===== config.mk =====
export PLATFORM = sky130hd
export DESIGN_NAME = aabb_queue
export DESIGN_NICKNAME = d
export VERILOG_FILES = /design/src/rtl/aabb_pkg.sv /design/src/rtl/aabb_queue.sv
export SDC_FILE = /design/constraint.sdc
export NUM_CORES = 1
export LEC_CHECK = 0
export ABC_AREA = 1
export BUFFER_PORTS_ARGS = -buffer_cell sky130_fd_sc_hd__buf_4
export CORE_MARGIN = 1.5
export CORE_UTILIZATION = 56
export CTS_CLUSTER_DIAMETER = 60
export DETAILED_ROUTE_END_ITERATION = 12
export MAX_ROUTING_LAYER = met4
export PLACE_DENSITY = 0.84
export SYNTH_ARGS = -nofsm -noshare
export SYNTH_HDL_FRONTEND = slang
export SYNTH_SLANG_ARGS = --single-unit

===== constraint.sdc =====
create_clock -name clk -period 10.6 [get_ports clk]
set_input_delay 0.53 -clock clk [delete_from_list [all_inputs] [get_ports clk]]
set_output_delay 0.53 -clock clk [all_outputs]
set_load 0.005 [all_outputs]

===== src/rtl/aabb_pkg.sv =====
// Shared types and constants for the AABB pair contact tracker.
`default_nettype none

package aabb_pkg;

  // Contact event codes as reported on out_contact_event.
  localparam logic [1:0] EV_NONE  = 2'd0;
  localparam logic [1:0] EV_ENTER = 2'd1;
  localparam logic [1:0] EV_STAY  = 2'd2;
  localparam logic [1:0] EV_EXIT  = 2'd3;

  // Depth of the queue between the front and the back.
  localparam int unsigned Q_DEPTH = 2;
  localparam int unsigned Q_PTR_W = 1;
  localparam int unsigned Q_CNT_W = 2;

  // One classified pair as handed from the front to the back.
  typedef struct packed {
    logic [63:0] key;
    logic        overlap;
    logic        dying;
    logic        same_ids;
  } item_t;

endpackage

`default_nettype wire


===== src/rtl/aabb_queue.sv =====
// Short queue that decouples the front end from the table back end.
`default_nettype none

module aabb_queue (
  input  wire logic            clk,
  input  wire logic            rst_n,
  input  wire logic            push,
  input  wire aabb_pkg::item_t push_item,
  input  wire logic            pop,
  output aabb_pkg::item_t      pop_item,
  output logic                 empty,
  output logic                 full
);

  aabb_pkg::item_t                 slot_r [aabb_pkg::Q_DEPTH];
  logic [aabb_pkg::Q_PTR_W-1:0]    wr_ptr_r, wr_ptr_nxt;
  logic [aabb_pkg::Q_PTR_W-1:0]    rd_ptr_r, rd_ptr_nxt;
  logic [aabb_pkg::Q_CNT_W-1:0]    cnt_r, cnt_nxt;
  logic                            do_push, do_pop;

  assign empty    = (cnt_r == '0);
  assign full     = (cnt_r == aabb_pkg::Q_CNT_W'(aabb_pkg::Q_DEPTH));
  assign do_push  = push && !full;
  assign do_pop   = pop && !empty;
  assign pop_item = slot_r[rd_ptr_r];

  always_comb begin
    wr_ptr_nxt = do_push ? wr_ptr_r + 1'b1 : wr_ptr_r;
    rd_ptr_nxt = do_pop ? rd_ptr_r + 1'b1 : rd_ptr_r;
    cnt_nxt    = cnt_r;
    if (do_push && !do_pop) begin
      cnt_nxt = cnt_r + 1'b1;
    end else if (do_pop && !do_push) begin
      cnt_nxt = cnt_r - 1'b1;
    end
  end

  always_ff @(posedge clk) begin
    if (!rst_n) begin
      wr_ptr_r <= '0;
      rd_ptr_r <= '0;
      cnt_r    <= '0;
    end else begin
      wr_ptr_r <= wr_ptr_nxt;
      rd_ptr_r <= rd_ptr_nxt;
      cnt_r    <= cnt_nxt;
    end
  end

  always_ff @(posedge clk) begin
    if (do_push) begin
      slot_r[wr_ptr_r] <= push_item;
    end
  end

endmodule

`default_nettype wire


# Word level (Yosys, flattened, before mapping)
# Memories as Yosys holds them, arrays and structs flattened. A register that Yosys moved wholly into a read port is not among the register bits.
# Index checks and enable logic that the tools add are counted.
# W data, S select, Z words.
[totals]
ff_bits = 4
ramBits = 134
input_bits = 71
output_inout_bits = 69
wordCells = 25
mem_count = 1
[op_classes]
n_addsub = 4
eq_ne = 1
muxes = 6
reduce_logical = 10
[memory_table]
columns = ["name", "words", "width", "read_ports", "rd_clocked_by_memory_dff", "wr", "line_no", "rtl"]
rows = [
  ["slot_r", 2, 67, 1, 1, 1, "aabb_queue.sv:15", "aabb_pkg::item_t slot_r [aabb_pkg::Q_DEPTH];"],
]
[ops]
columns = ["operator", "count"]
rows = [
  ["$logic_and A1 B1 Y1", 4],
  ["$logic_not A1 Y1", 4],
  ["$mux W1", 4],
  ["$mux W2", 2],
  ["$add A1 B1 Y1 const B", 2],
  ["$add A2 B1 Y2 const B", 1],
  ["$eq A2 B2 Y1 const B", 1],
  ["$logic_not A2 Y1", 1],
  ["$reduce_bool A2 Y1", 1],
  ["$sub A2 B1 Y2 const B", 1],
]

# Logic depth before layout (Yosys ltp)
[logic_depth]
ltp_word = 7
depth_mapped = 10
ltp_nobuf = 10

# Least setup slack after synthesis
# OpenSTA, ideal clock, no wires.
[synth_timing]
path_kind = "in2reg"
from = "in push"
to = "mem slot_r[0][0] in the netlist's numbering, enable pin"
setup_time_ns = 0.493
t_arrival_ns = 3.485
t_required_ns = 10.107
path_slack_ns = 6.622
stages = 2
n_path_buf = 0
cell_sequence = "o21ai_0 > nor2_1"
[synth_between]
elab_chain_len = 3
[synth_rtl]
columns = ["item", "line_no", "rtl"]
rows = [
  ["start: declaration", "aabb_queue.sv:7", "input wire logic push,"],
  ["$logic_and A1 B1 Y1", "aabb_queue.sv:23", "assign do_push = push && !full;"],
  ["$mux W1", "aabb_queue.sv:51", "if (do_push) begin"],
  ["$mux W1 (implied by the code)", "aabb_queue.sv:52", "slot_r[wr_ptr_r] <= push_item;"],
  ["end: declaration", "aabb_queue.sv:15", ""],
]
# No other way between the ends.

==> flow_metrics.py <==
metrics = {
    "clocking": {
        "ctsResizeCount": 0,
        "clock_path_buffers": 2,
        "clock_sinks": 139,
        "worstSkewPairLatency_ns": 0.50,
        "post_cts_buffers": 0,
        "ctsHoldBuffers": 0,
        "path_clk_slew_ns": 0.06,
        "tritoncts": "yes",
        "numCtsBuffers": 17,
        "h-tree-depth": 4,
        "cts-root-buf": "clkbuf_8",
    },
    "critical_path": {
        "critical_path.max_stage_delay_ns": 1.02,
        "crit_required_ns": 10.07,
        "path_cells": "mux2_2, buf_4",
        "path_class": "flip-flop to output port",
        "slowest_stage": "dfxtp_4",
        "path_max_fanout": 67,
        "critical-path-top-delay-family": "flip-flops",
        "cp-start-kind": "flip-flop",
        "worstPathBufferInverterCount": 1,
        "cp-end-kind": "output port",
        "r2r-start": "cnt_r[0]",
        "arrival_ns": 2.15,
    },
    "synthesis": {
        "ys_warn_count": 0,
        "yosys.area.top_type_share_pct": 77.6,
        "syn-num-nets": 318,
        "synthCells": 246,
        "synth_cell_types": 15,
        "yosysTopAreaCell": "edfxtp_1",
        "avgSynthCellArea_um2": 21.1,
        "synth_area_um2": 5190,
        "ys_top_cells_by_area": "edfxtp_1, mux2_4, mux2_2, dfxtp_1, nor2_1",
        "ys_seq_area_share_pct": 79.5,
        "ys_ff_latch": 139,
    },
    "placement": {
        "gp_congestion": 0.694,
        "placed_cells": 488,
        "dp_hpwl_mm": 5.97,
        "placed_cell_area_um2": 6340,
        "numPortBuffers": 139,
    },
    "finish": {
        "antenna_cells": 0,
        "final_cell_count_no_fill": 518,
        "syn_to_final_growth_pct": 34.6,
        "fin_nets": 471,
        "drive_gt1_share_pct": 58.5,
        "fin_area_um2": 6980,
    },
    "timing": {
        "fmax_mhz": 373,
        "rsz0062_at_grt": "false",
        "hold_viol_final": 0,
        "maxSlewHeadroom_pct": 30.9,
        "fin_crit_sh_pct": 25.3,
        "setup_viol": 0,
        "skew_ns": 0.00497,
        "worstMarginPinSlew_ns": 1.04,
        "min_period_ns": 2.68,
        "fin_setup_tns_ns": 0,
        "maxSlewViolCount": 0,
    },
    "route": {
        "drc": 0,
        "vias_per_cell": 5.31,
        "via_count": 2748,
        "routed_wl_mm": 9.50,
        "drtPass1Iterations": 4,
        "wl_per_cell_um": 18.3,
        "antenna_left": 0,
        "drtIter0Drc": 104,
    },
    "global_route": {
        "grt_max_degree": 68,
        "grt_overflow_total": 0,
        "grt_pass1_wl_mm": 14.1,
        "antenna_found_initial": 0,
        "grt_pass1_vias": 2829,
        "track_usage_pct": 20.3,
    },
    "die": {
        "core_um2": 8850,
        "die_w_um": 99.3,
        "initial_utilization_pct": 58.6,
        "rows": 34,
        "fp.dieH_um": 99.3,
        "io_pins": 140,
        "die_area_um2": 9850,
    },
    "job": {
        "maxCapViolCount": 0,
    },
    "power": {
        "power.density_nw_per_um2": 247,
        "ir_drop_mv": 0.165,
        "power.total_mw": 1.73,
        "p_leak_nw": 2.72,
    },
    "hold_path": {
        "worstHoldStart": "push_item[3]",
        "hold_path.class": "input port to flip-flop",
    },
    "run_status": {
        "status": "complete, no violations",
    },
}
[layout make-up]
type | count | area [um^2]
fill | 491 | 1860
multi-input combinational | 91 | 990
timing repair buffer | 141 | 1060
clock inverter | 13 | 225
tap | 108 | 135
clock buffer | 17 | 414
inverter | 9 | 33.8
sequential | 139 | 4130
[sequential cells by signal (all words and copies together) (netlist names), named ones only]
signal    flops
wr_ptr_r      1
cnt_r         2
slot_r      134
rd_ptr_r      1
[layout by cell type, fill, tap and decap left out]
master,n
o21ai_0,3
ha_1,1
clkbuf_8,1
edfxtp_1,134
buf_4,141
clkinvlp_4,3
clkinv_1,1
nor2_1,9
nor2_4,2
nand2_1,6
clkinv_2,2
nand3_1,1
dfxtp_4,1
clkbuf_16,16
bufinv_16,6
inv_1,9
a21oi_1,1
nand4_1,1
clkinv_4,1
mux2_2,37
mux2_4,30
dfxtp_1,4
[per-layer routing]
metal	global-route usage [%]	up-vias	wire length [um]
li1	-	1250	-
met1	23.8	1368	3820
met2	32.6	116	4940
met3	6.54	14	601
met4	8.56	0	147
met5	-	-	0
[synth_stat cells]
cell type,n
a21oi_1,1
buf_2,3
buf_4,1
buf_6,3
dfxtp_1,5
edfxtp_1,134
ha_1,1
inv_1,9
mux2_2,37
mux2_4,30
nand2_1,6
nand3_1,1
nand4_1,1
nor2_1,11
o21ai_0,3
[stage by stage]
step	hold WS [ns]	utilization, %	setup WS, ns
3_5_place_dp	0.505	71.7	7.98
2_1_floorplan	0.467	-	6.62
6_report	0.207	78.9	7.92
3_3_place_gp	0.482	71.7	8.08
5_1_grt	0.169	78.9	7.80
4_1_cts	0.180	78.9	7.89
[where the power goes]
group | switching [mW] | total (mW) | leakage (nW) | internal (mW)
registers | 0.0526 | 0.749 | 1.29 | 0.697
clock network | 0.207 | 0.632 | 0.303 | 0.425
logic | 0.136 | 0.346 | 1.12 | 0.210
[kinds of logic (layout without fill, tap and decap cells)]
logic type	after synthesis	after routing	share of synthesized area [%]
simple gates	19	19	1.45
compound gates	4	4	0.386
buf+inv	16	180	1.74
fa+ha+maj	1	1	0.241
flops	139	139	79.5
mux	67	67	16.7
[worst paths after layout]
kind / slack, ns / endpoint / cells past startpoint
max: 7.92 / pop_item[45] / 2
min: 0.21 / slot_r[1][3] / 1
min reg2reg: 0.52 / rd_ptr_r / 2
max reg2reg: 8.17 / slot_r[0][0] / 3
[worst reg2reg max path: stages, from the launching register on]
cell and delay [ns]:
dfxtp_1 0.40, o21ai_0 0.32, nor2_4 0.69, buf_4 0.63
Power figures use the tool's default switching activity.
