===== src/rtl/aabb_pkg.sv =====
// Shared types and constants for the AABB pair contact tracker.
`default_nettype none

package aabb_pkg;

  // Contact event codes as reported on out_contact_event.
  localparam logic [1:0] EV_NONE  = 2'd0;
  localparam logic [1:0] EV_ENTER = 2'd1;
  localparam logic [1:0] EV_STAY  = 2'd2;
  localparam logic [1:0] EV_EXIT  = 2'd3;

  // Depth of the queue between the front and the back.
  localparam int unsigned Q_DEPTH = 2;
  localparam int unsigned Q_PTR_W = 1;
  localparam int unsigned Q_CNT_W = 2;

  // One classified pair as handed from the front to the back.
  typedef struct packed {
    logic [63:0] key;
    logic        overlap;
    logic        dying;
    logic        same_ids;
  } item_t;

endpackage

`default_nettype wire


===== src/rtl/aabb_front.sv =====
// Front end: accepts a pair, runs the overlap test and builds the pair key.
`default_nettype none

module aabb_front #(
  parameter int unsigned COORD_BITS = 16
) (
  input  wire logic                  start,
  input  wire logic                  q_full,
  input  wire logic [31:0]           in_left_id,
  input  wire logic [31:0]           in_right_id,
  input  wire logic [COORD_BITS-1:0] in_left_x,
  input  wire logic [COORD_BITS-1:0] in_left_y,
  input  wire logic [COORD_BITS-1:0] in_left_w,
  input  wire logic [COORD_BITS-1:0] in_left_h,
  input  wire logic [COORD_BITS-1:0] in_right_x,
  input  wire logic [COORD_BITS-1:0] in_right_y,
  input  wire logic [COORD_BITS-1:0] in_right_w,
  input  wire logic [COORD_BITS-1:0] in_right_h,
  input  wire logic                  in_pair_dying,
  output logic                       busy,
  output logic                       push,
  output aabb_pkg::item_t            item
);

  localparam int unsigned W = COORD_BITS;

  logic signed [W:0] dx, dy;
  logic [W-1:0]      adx, ady;
  logic [W:0]        sum_w, sum_h;
  logic              ov_x, ov_y;

  // The centre difference needs one extra bit; its magnitude fits in W bits.
  always_comb begin
    dx    = $signed({in_right_x[W-1], in_right_x}) - $signed({in_left_x[W-1], in_left_x});
    dy    = $signed({in_right_y[W-1], in_right_y}) - $signed({in_left_y[W-1], in_left_y});
    adx   = dx[W] ? W'(-dx) : dx[W-1:0];
    ady   = dy[W] ? W'(-dy) : dy[W-1:0];
    sum_w = {1'b0, in_left_w} + {1'b0, in_right_w};
    sum_h = {1'b0, in_left_h} + {1'b0, in_right_h};
    ov_x  = {adx, 1'b0} <= sum_w;
    ov_y  = {ady, 1'b0} <= sum_h;
  end

  assign busy = q_full;
  assign push = start && !q_full;

  always_comb begin
    item.key      = {in_left_id, in_right_id};
    item.overlap  = ov_x && ov_y && (in_left_id != in_right_id);
    item.dying    = in_pair_dying;
    item.same_ids = (in_left_id == in_right_id);
  end

endmodule

`default_nettype wire


===== config.mk =====
export PLATFORM = sky130hd
export DESIGN_NAME = aabb_front
export DESIGN_NICKNAME = d
export VERILOG_FILES = /design/src/rtl/aabb_pkg.sv /design/src/rtl/aabb_front.sv
export SDC_FILE = /design/constraint.sdc
export NUM_CORES = 1
export LEC_CHECK = 0
export ABC_CLOCK_PERIOD_IN_PS = 10000
export BUFFER_PORTS_ARGS = -buffer_cell sky130_fd_sc_hd__buf_2
export CAP_MARGIN = 20
export CORE_ASPECT_RATIO = 0.6
export CORE_MARGIN = 10
export CORE_UTILIZATION = 53
export DETAILED_ROUTE_END_ITERATION = 6
export GPL_TIMING_DRIVEN = 0
export PLACE_DENSITY_LB_ADDON = 0.05
export SYNTH_ARGS = -nofsm -noshare
export SYNTH_HDL_FRONTEND = slang
export SYNTH_SLANG_ARGS = --single-unit

===== constraint.sdc =====
create_clock -name vclk -period 10
set_input_delay 0.5 -clock vclk [all_inputs]
set_output_delay 0.5 -clock vclk [all_outputs]
set_load 0.05 [all_outputs]

# Word level (Yosys, flattened, before mapping)
# Index checks and enable logic that the tools add are counted.
# word_totals
register_bits	0
in_bits	195
# classes
addsub	6
reduce_logical	4
n_mux	2
order_cmp	2
eq_ne	2
# op_table
op	n
$add 16x16->17	2
$le 17x17->1	2
$sub 16x16->17	2
$eq 32x32->1	1
$mux 16	2
$ne 32x32->1	1
$neg 16->16	2
$logic_and 1x1->1	3
$logic_not 1->1	1

# Depth between registers and ports, before layout
# Gate-level depths: netlist (run 1).
# depth
word_depth	6
depth_mapped	23
ltp_nobuf	22

# Least setup slack after synthesis (run 1)
# No wires, ideal clock.
# synth_path
path_type	input-to-output
from	in in_right_x[0]
to	out item[2] in the netlist's numbering
arrival_ps	5597
setup_slack_ps	3903
n_path_buf	1
required_time_ps	9500
stages	23
path_cell_list	inv_1 > ha_1 > fa_1 > nand2b_1 > a21oi_1 > a211oi_1 > o211ai_1 > a311oi_1 > o21ai_1 > a21boi_1 > clkbuf_1 > nor2_1 > a21oi_1 > ha_1 > a21o_1 > a21o_1 > a21o_1 > a21o_1 > a211oi_1 > o311ai_0 > a221oi_1 > a31oi_1 > a211oi_1
# synth_rtl
element	line_no	text
from (decl)	aabb_front.sv:15	input wire logic [COORD_BITS-1:0] in_right_x,
to (decl)	aabb_front.sv:22	output aabb_pkg::item_t item

==> impl_metrics.ini, run 1 <==
[synthesis]
synth.avg_cell_area_sq_um = 7.37
postSynthCellCount = 721
syn-cell-area_sq_um = 5320
synth_top_area_frac = 0.231
yosysMostFrequentCell = ha_1
synth_common_cells = 98 x ha_1, 66 x buf_4, 64 x xor2_1, 59 x inv_1, 48 x nor2_1
seq_area_frac_synth = 0
yosysTopAreaCell = ha_1
synth_warnings = 0
synth.distinct_cells = 68
yosys-top-cells-area = ha_1 23%, xor2_1 11%, buf_4 9.3%
synth_nets = 1018

[timing]
slew_violations = 0
timing.final.crit_period_ps = 6610
rsz0062_at_grt = false
tightest_slew_ps = 629
layout_worst_path_cycle_share = 0.661
finalHoldViolations = 0
max_freq_mhz = 151
fin_setup_tns_ps = 0
setup-violations-final = 0
max_slew_margin = 0.578

[global_routing]
track_usage = 0.233
grt_first_pass_wirelength_um = 29200
grt_pass1_vias = 5716
antenna_found_initial = 3
grt_max_degree = 11
globalRouteOverflowTotal = 0

[drt]
ant_nets = 0
initialDrtViolationCount = 283
drcViolationCount = 0
routed_wl_um = 17900
firstDrtPassIters = 6
routed-via-count = 5824
drt-wirelength-per-cell_um = 16.0
vias_per_cell = 5.20

[power]
peakVddDrop_mv = 0.0502
p_per_area_nw_per_um2 = 87.7
p_clk_frac = 0
p_leak_nw = 3.67
seq_power_share = 0
swShare = 0.571
power_mw = 0.597
p_int_mw = 0.256
combPwrFrac = 1.000
switchingPower_mw = 0.341

[setup_path]
max_stage_delay_ps = 510
cp-end-kind = output port
crit_chain = buf_2 > ha_1 > fa_1 > nand2b_1 > a21oi_1 > a211oi_1 > o211ai_1 > a311oi_1 > o21ai_1 > a21boi_1 > clkbuf_1 > nor2_1 > a21oi_1 > ha_1 > a21o_1 > a21o_1 > a21o_1 > a21o_1 > a211oi_1 > o311ai_0 > a221oi_1 > a31oi_1 > a211oi_1 > buf_2
slowest_stage = a21boi_1
arrival_ps = 6110
critPathRequiredTime_ps = 9500
cp-start-kind = input pin
critPathMostFrequentCell = a21o_1
crit_buf_inv = 3
path_max_fanout = 10
cp_top_family = compound AO/OA/AOI/OAI gates
crit_type = input pin to output port

[final_layout]
syn_to_final_growth_pct = 28.0
seqCellArea_sq_um = 0
nClkBuffers = 0
fin_cells = 1121
layout-drive-gt1-share = 0.353
fill_cells = 917
seq_cell_count = 0
nets = 1283
multiInputGateArea_sq_um = 4570

[place]
io_buffers = 263
dp.cells = 1119
gp_congestion = 0.956
dp_hpwl_um = 16400

[die]
core_sq_um = 9810
io_pins = 264
dieArea_sq_um = 14600
die_w_um = 149
row_count = 28
initial_core_util = 0.542
dieHeight_um = 97.6

[clock_tree]
post_cts_buffers = 0
cts_resized = 0
postCtsHoldBufs = 0

[run]
cap_violations = 0

[outcome]
outcome = complete, no violations

[min_path]
min_path_type = input pin to output port
cell families after synthesis:
kind of cell | Yosys count | synth area share
simple gates | 200 | 0.199
compound gates | 177 | 0.229
buf+inv | 132 | 0.140
xor+xnor | 107 | 0.180
fa+ha+maj | 102 | 0.246
mux | 3 | 0.00565
through the flow:
| step | util | hold slack [ps] | setup slack [ps] | cell area, sq um |
|---|---|---|---|---|
| finish | 0.694 | 1300 | 3390 | 6810 |
| global route | 0.693 | 1320 | 2920 | 6800 |
| CTS | 0.693 | 1310 | 3400 | 6800 |
| detailed placement | 0.693 | 1310 | 3440 | 6800 |
| global placement | 0.693 | 1310 | 3520 | 6800 |
| floorplan | - | 1170 | 3900 | 5320 |
path summary, 6_finish.rpt:
check,from,end,slack [ps],depth (start not counted)
worst min-delay path,in_pair_dying,item[1],1300,2
worst max-delay path,in_left_x[0],item[2],3390,24
metal layers:
metal	GRT usage	wire (um)	vias up
li1	-	-	3086
met1	0.315	8230	2536
met2	0.365	7720	196
met3	0.0786	1920	4
met4	0.00977	36	2
met5	0	13	-
layout by cell type (no fill, tap or decap), types with 5 or more instances in the layout:
cell type  netlist  final
o31ai_1          5      5
nand3_1         13     13
nor2b_1         10     10
a21o_1          24     24
o21a_1          10     10
nand2b_1        10     10
nor4_1          14     14
xnor2_1         42     42
inv_1           59     59
o21ai_0         24     24
or3_1            7      7
nand2_1         29     29
xor2_1          64     64
o21bai_1         8      8
nand4_1         17     17
o211ai_1         6      6
a31oi_1         15     15
a211oi_1        10     10
and2_1           6      6
ha_1            98     98
buf_4           66     66
buf_2            1    264
nor2_1          48     48
clkbuf_1         6      6
nor3_1          21     21
a21oi_1         42     42
and3_1           5      5
power groups by stage:
stage	Sequential, mW	Combinational (mW)	Clock, mW
final	0	0.597	0.0000000268
after global routing	0	0.670	0.0000000134
after CTS	0	0.594	0
after detailed placement	0	0.591	0
after global placement	0	0.580	0
after floorplan	0	0.446	0
layout make-up:
cell class,count,area share
repair buffers,263,0.193
diodes,2,0.000735
well taps,135,0.0248
plain buffers,73,0.0769
multi-input cells,589,0.672
inverters,59,0.0325
Note: power is estimated with default switching activity, not from simulation.
==> run 2: changes to the inputs <==
--- a/config.mk
+++ b/config.mk
@@ -5,12 +5,12 @@
 export SDC_FILE = /design/constraint.sdc
 export NUM_CORES = 1
 export LEC_CHECK = 0
-export ABC_CLOCK_PERIOD_IN_PS = 10000
+export ABC_CLOCK_PERIOD_IN_PS = 6350
 export BUFFER_PORTS_ARGS = -buffer_cell sky130_fd_sc_hd__buf_2
 export CAP_MARGIN = 20
 export CORE_ASPECT_RATIO = 0.6
 export CORE_MARGIN = 10
-export CORE_UTILIZATION = 53
+export CORE_UTILIZATION = 49
 export DETAILED_ROUTE_END_ITERATION = 6
 export GPL_TIMING_DRIVEN = 0
 export PLACE_DENSITY_LB_ADDON = 0.05
==> constraint.sdc (replaced) <==
create_clock -name vclk -period 6.35
set_input_delay 0.3175 -clock vclk [all_inputs]
set_output_delay 0.3175 -clock vclk [all_outputs]
set_load 0.05 [all_outputs]
==> impl_metrics.ini, run 2 (same netlist as run 1, synthesis figures left out) <==
[drt]
drcViolationCount = 0
firstDrtPassIters = 6
ant_nets = 0
routed_wl_um = 18000
vias_per_cell = 5.17
drt-wirelength-per-cell_um = 16.0
routed-via-count = 5815
initialDrtViolationCount = 247

[die]
dieArea_sq_um = 15500
row_count = 29
io_pins = 264
initial_core_util = 0.502
dieHeight_um = 101
die_w_um = 154
core_sq_um = 10600

[setup_path]
path_max_fanout = 10
crit_type = input pin to output port
slowest_stage = fa_1
cp-start-kind = input pin
critPathRequiredTime_ps = 6030
arrival_ps = 5580
cp_top_family = compound AO/OA/AOI/OAI gates
max_stage_delay_ps = 390
cp-end-kind = output port
critPathMostFrequentCell = a21o_1
crit_chain = buf_2 > ha_1 > fa_1 > nand2b_1 > a21oi_1 > a211oi_1 > o211ai_1 > a311oi_1 > o21ai_1 > a21boi_4 > clkbuf_2 > nor2_1 > a21oi_1 > ha_1 > a21o_1 > a21o_1 > a21o_1 > a21o_1 > a211oi_1 > o311ai_0 > a221oi_1 > a31oi_1 > a211oi_1 > buf_2
crit_buf_inv = 3

[min_path]
hold_path_depth = 2
min_to = item[1]
hold_start = in_pair_dying
min_path_type = input pin to output port

[global_routing]
grt_pass1_vias = 5570
track_usage = 0.215
grt_max_degree = 11
grt_first_pass_wirelength_um = 28600
antenna_found_initial = 6
globalRouteOverflowTotal = 0

[timing]
setup_ws_ps = 454
finalHoldViolations = 0
timing.final.crit_period_ps = 5900
setup-violations-final = 0
fin_setup_tns_ps = 0
max_freq_mhz = 170
rsz0062_at_grt = false
max_slew_margin = 0.557
layout_worst_path_cycle_share = 0.928
slew_violations = 0
tightest_slew_ps = 653

[place]
io_buffers = 263
gp_congestion = 0.911
pre_cts_ws_ps = 166
dp_hpwl_um = 16600

[outcome]
outcome = complete, no violations

[final_layout]
syn_to_final_growth_pct = 28.5
nClkBuffers = 0
seq_cell_count = 0
seqCellArea_sq_um = 0
layout_commonest_cell = buf_2
nets = 1284
fill_cells = 1021
layout-drive-gt1-share = 0.355
mostFrequentLayoutCells = 264 x buf_2, 98 x ha_1, 67 x buf_4

[power]
peakVddDrop_mv = 0.0714
power_mw = 0.940
p_per_area_nw_per_um2 = 138
p_leak_nw = 3.68

[run]
cap_violations = 0
run 2: cell count changes in the layout (fill, tap and decap cells not counted), sizes merged:
cell and delta:
diode -1, buf +1
run 2: how the worst max path moves through the flow:
stage	cells past startpoint	slack [ps]	from	end
3_5_place_dp	24	170	in_left_x[0]	item[2]
4_1_cts	24	130	in_left_x[0]	item[2]
6_report	24	450	in_left_x[0]	item[2]
5_1_grt	25	40	in_right_x[0]	item[2]
3_3_place_gp	24	260	in_left_x[0]	item[2]
2_1_floorplan	23	620	in_right_x[0]	item[2]
run 2: final cells by class:
class              count  area, sq um  area share
repair buffers       264         1320       0.194
diodes                 1         2.50    0.000367
well taps            139          174      0.0255
inverters             59          221      0.0324
multi-input cells    589         4580       0.671
plain buffers         73          524      0.0768
run 2: report_power, final:
group | leakage [nW] | internal [mW] | switching, mW
clock network | 0.00000634 | 0.0000000210 | 0
logic | 3.68 | 0.405 | 0.535
registers | 0 | 0 | 0
total | 3.68 | 0.405 | 0.535
run 2: layer usage:
metal  part of all wire  routed length, um  vias to the layer above  global-route usage
met5             0.0045                 82                        -                   0
met4             0.0033                 60                       10             0.00651
met3               0.11               1960                       16              0.0827
met2               0.43               7680                      190               0.343
met1               0.46               8260                     2504               0.283
li1                   -                  -                     3095                   -
run 2: repair_timing:
item | 4_1_cts | 5_1_grt
buffers inserted | 0 | 1
setup endpoints to repair | 0 | 1
gates resized for setup | 0 | 4
hold buffers | 0 | 0
run 2: per-stage QoR:
step	area (sq um)	cells	hold slack (ps)	util
final	6830	1125	939	0.644
after global routing	6830	1125	948	0.644
after CTS	6810	1123	940	0.642
after detailed placement	6810	1123	940	0.642
after global placement	6810	1123	940	0.642
after floorplan	5320	721	802	-
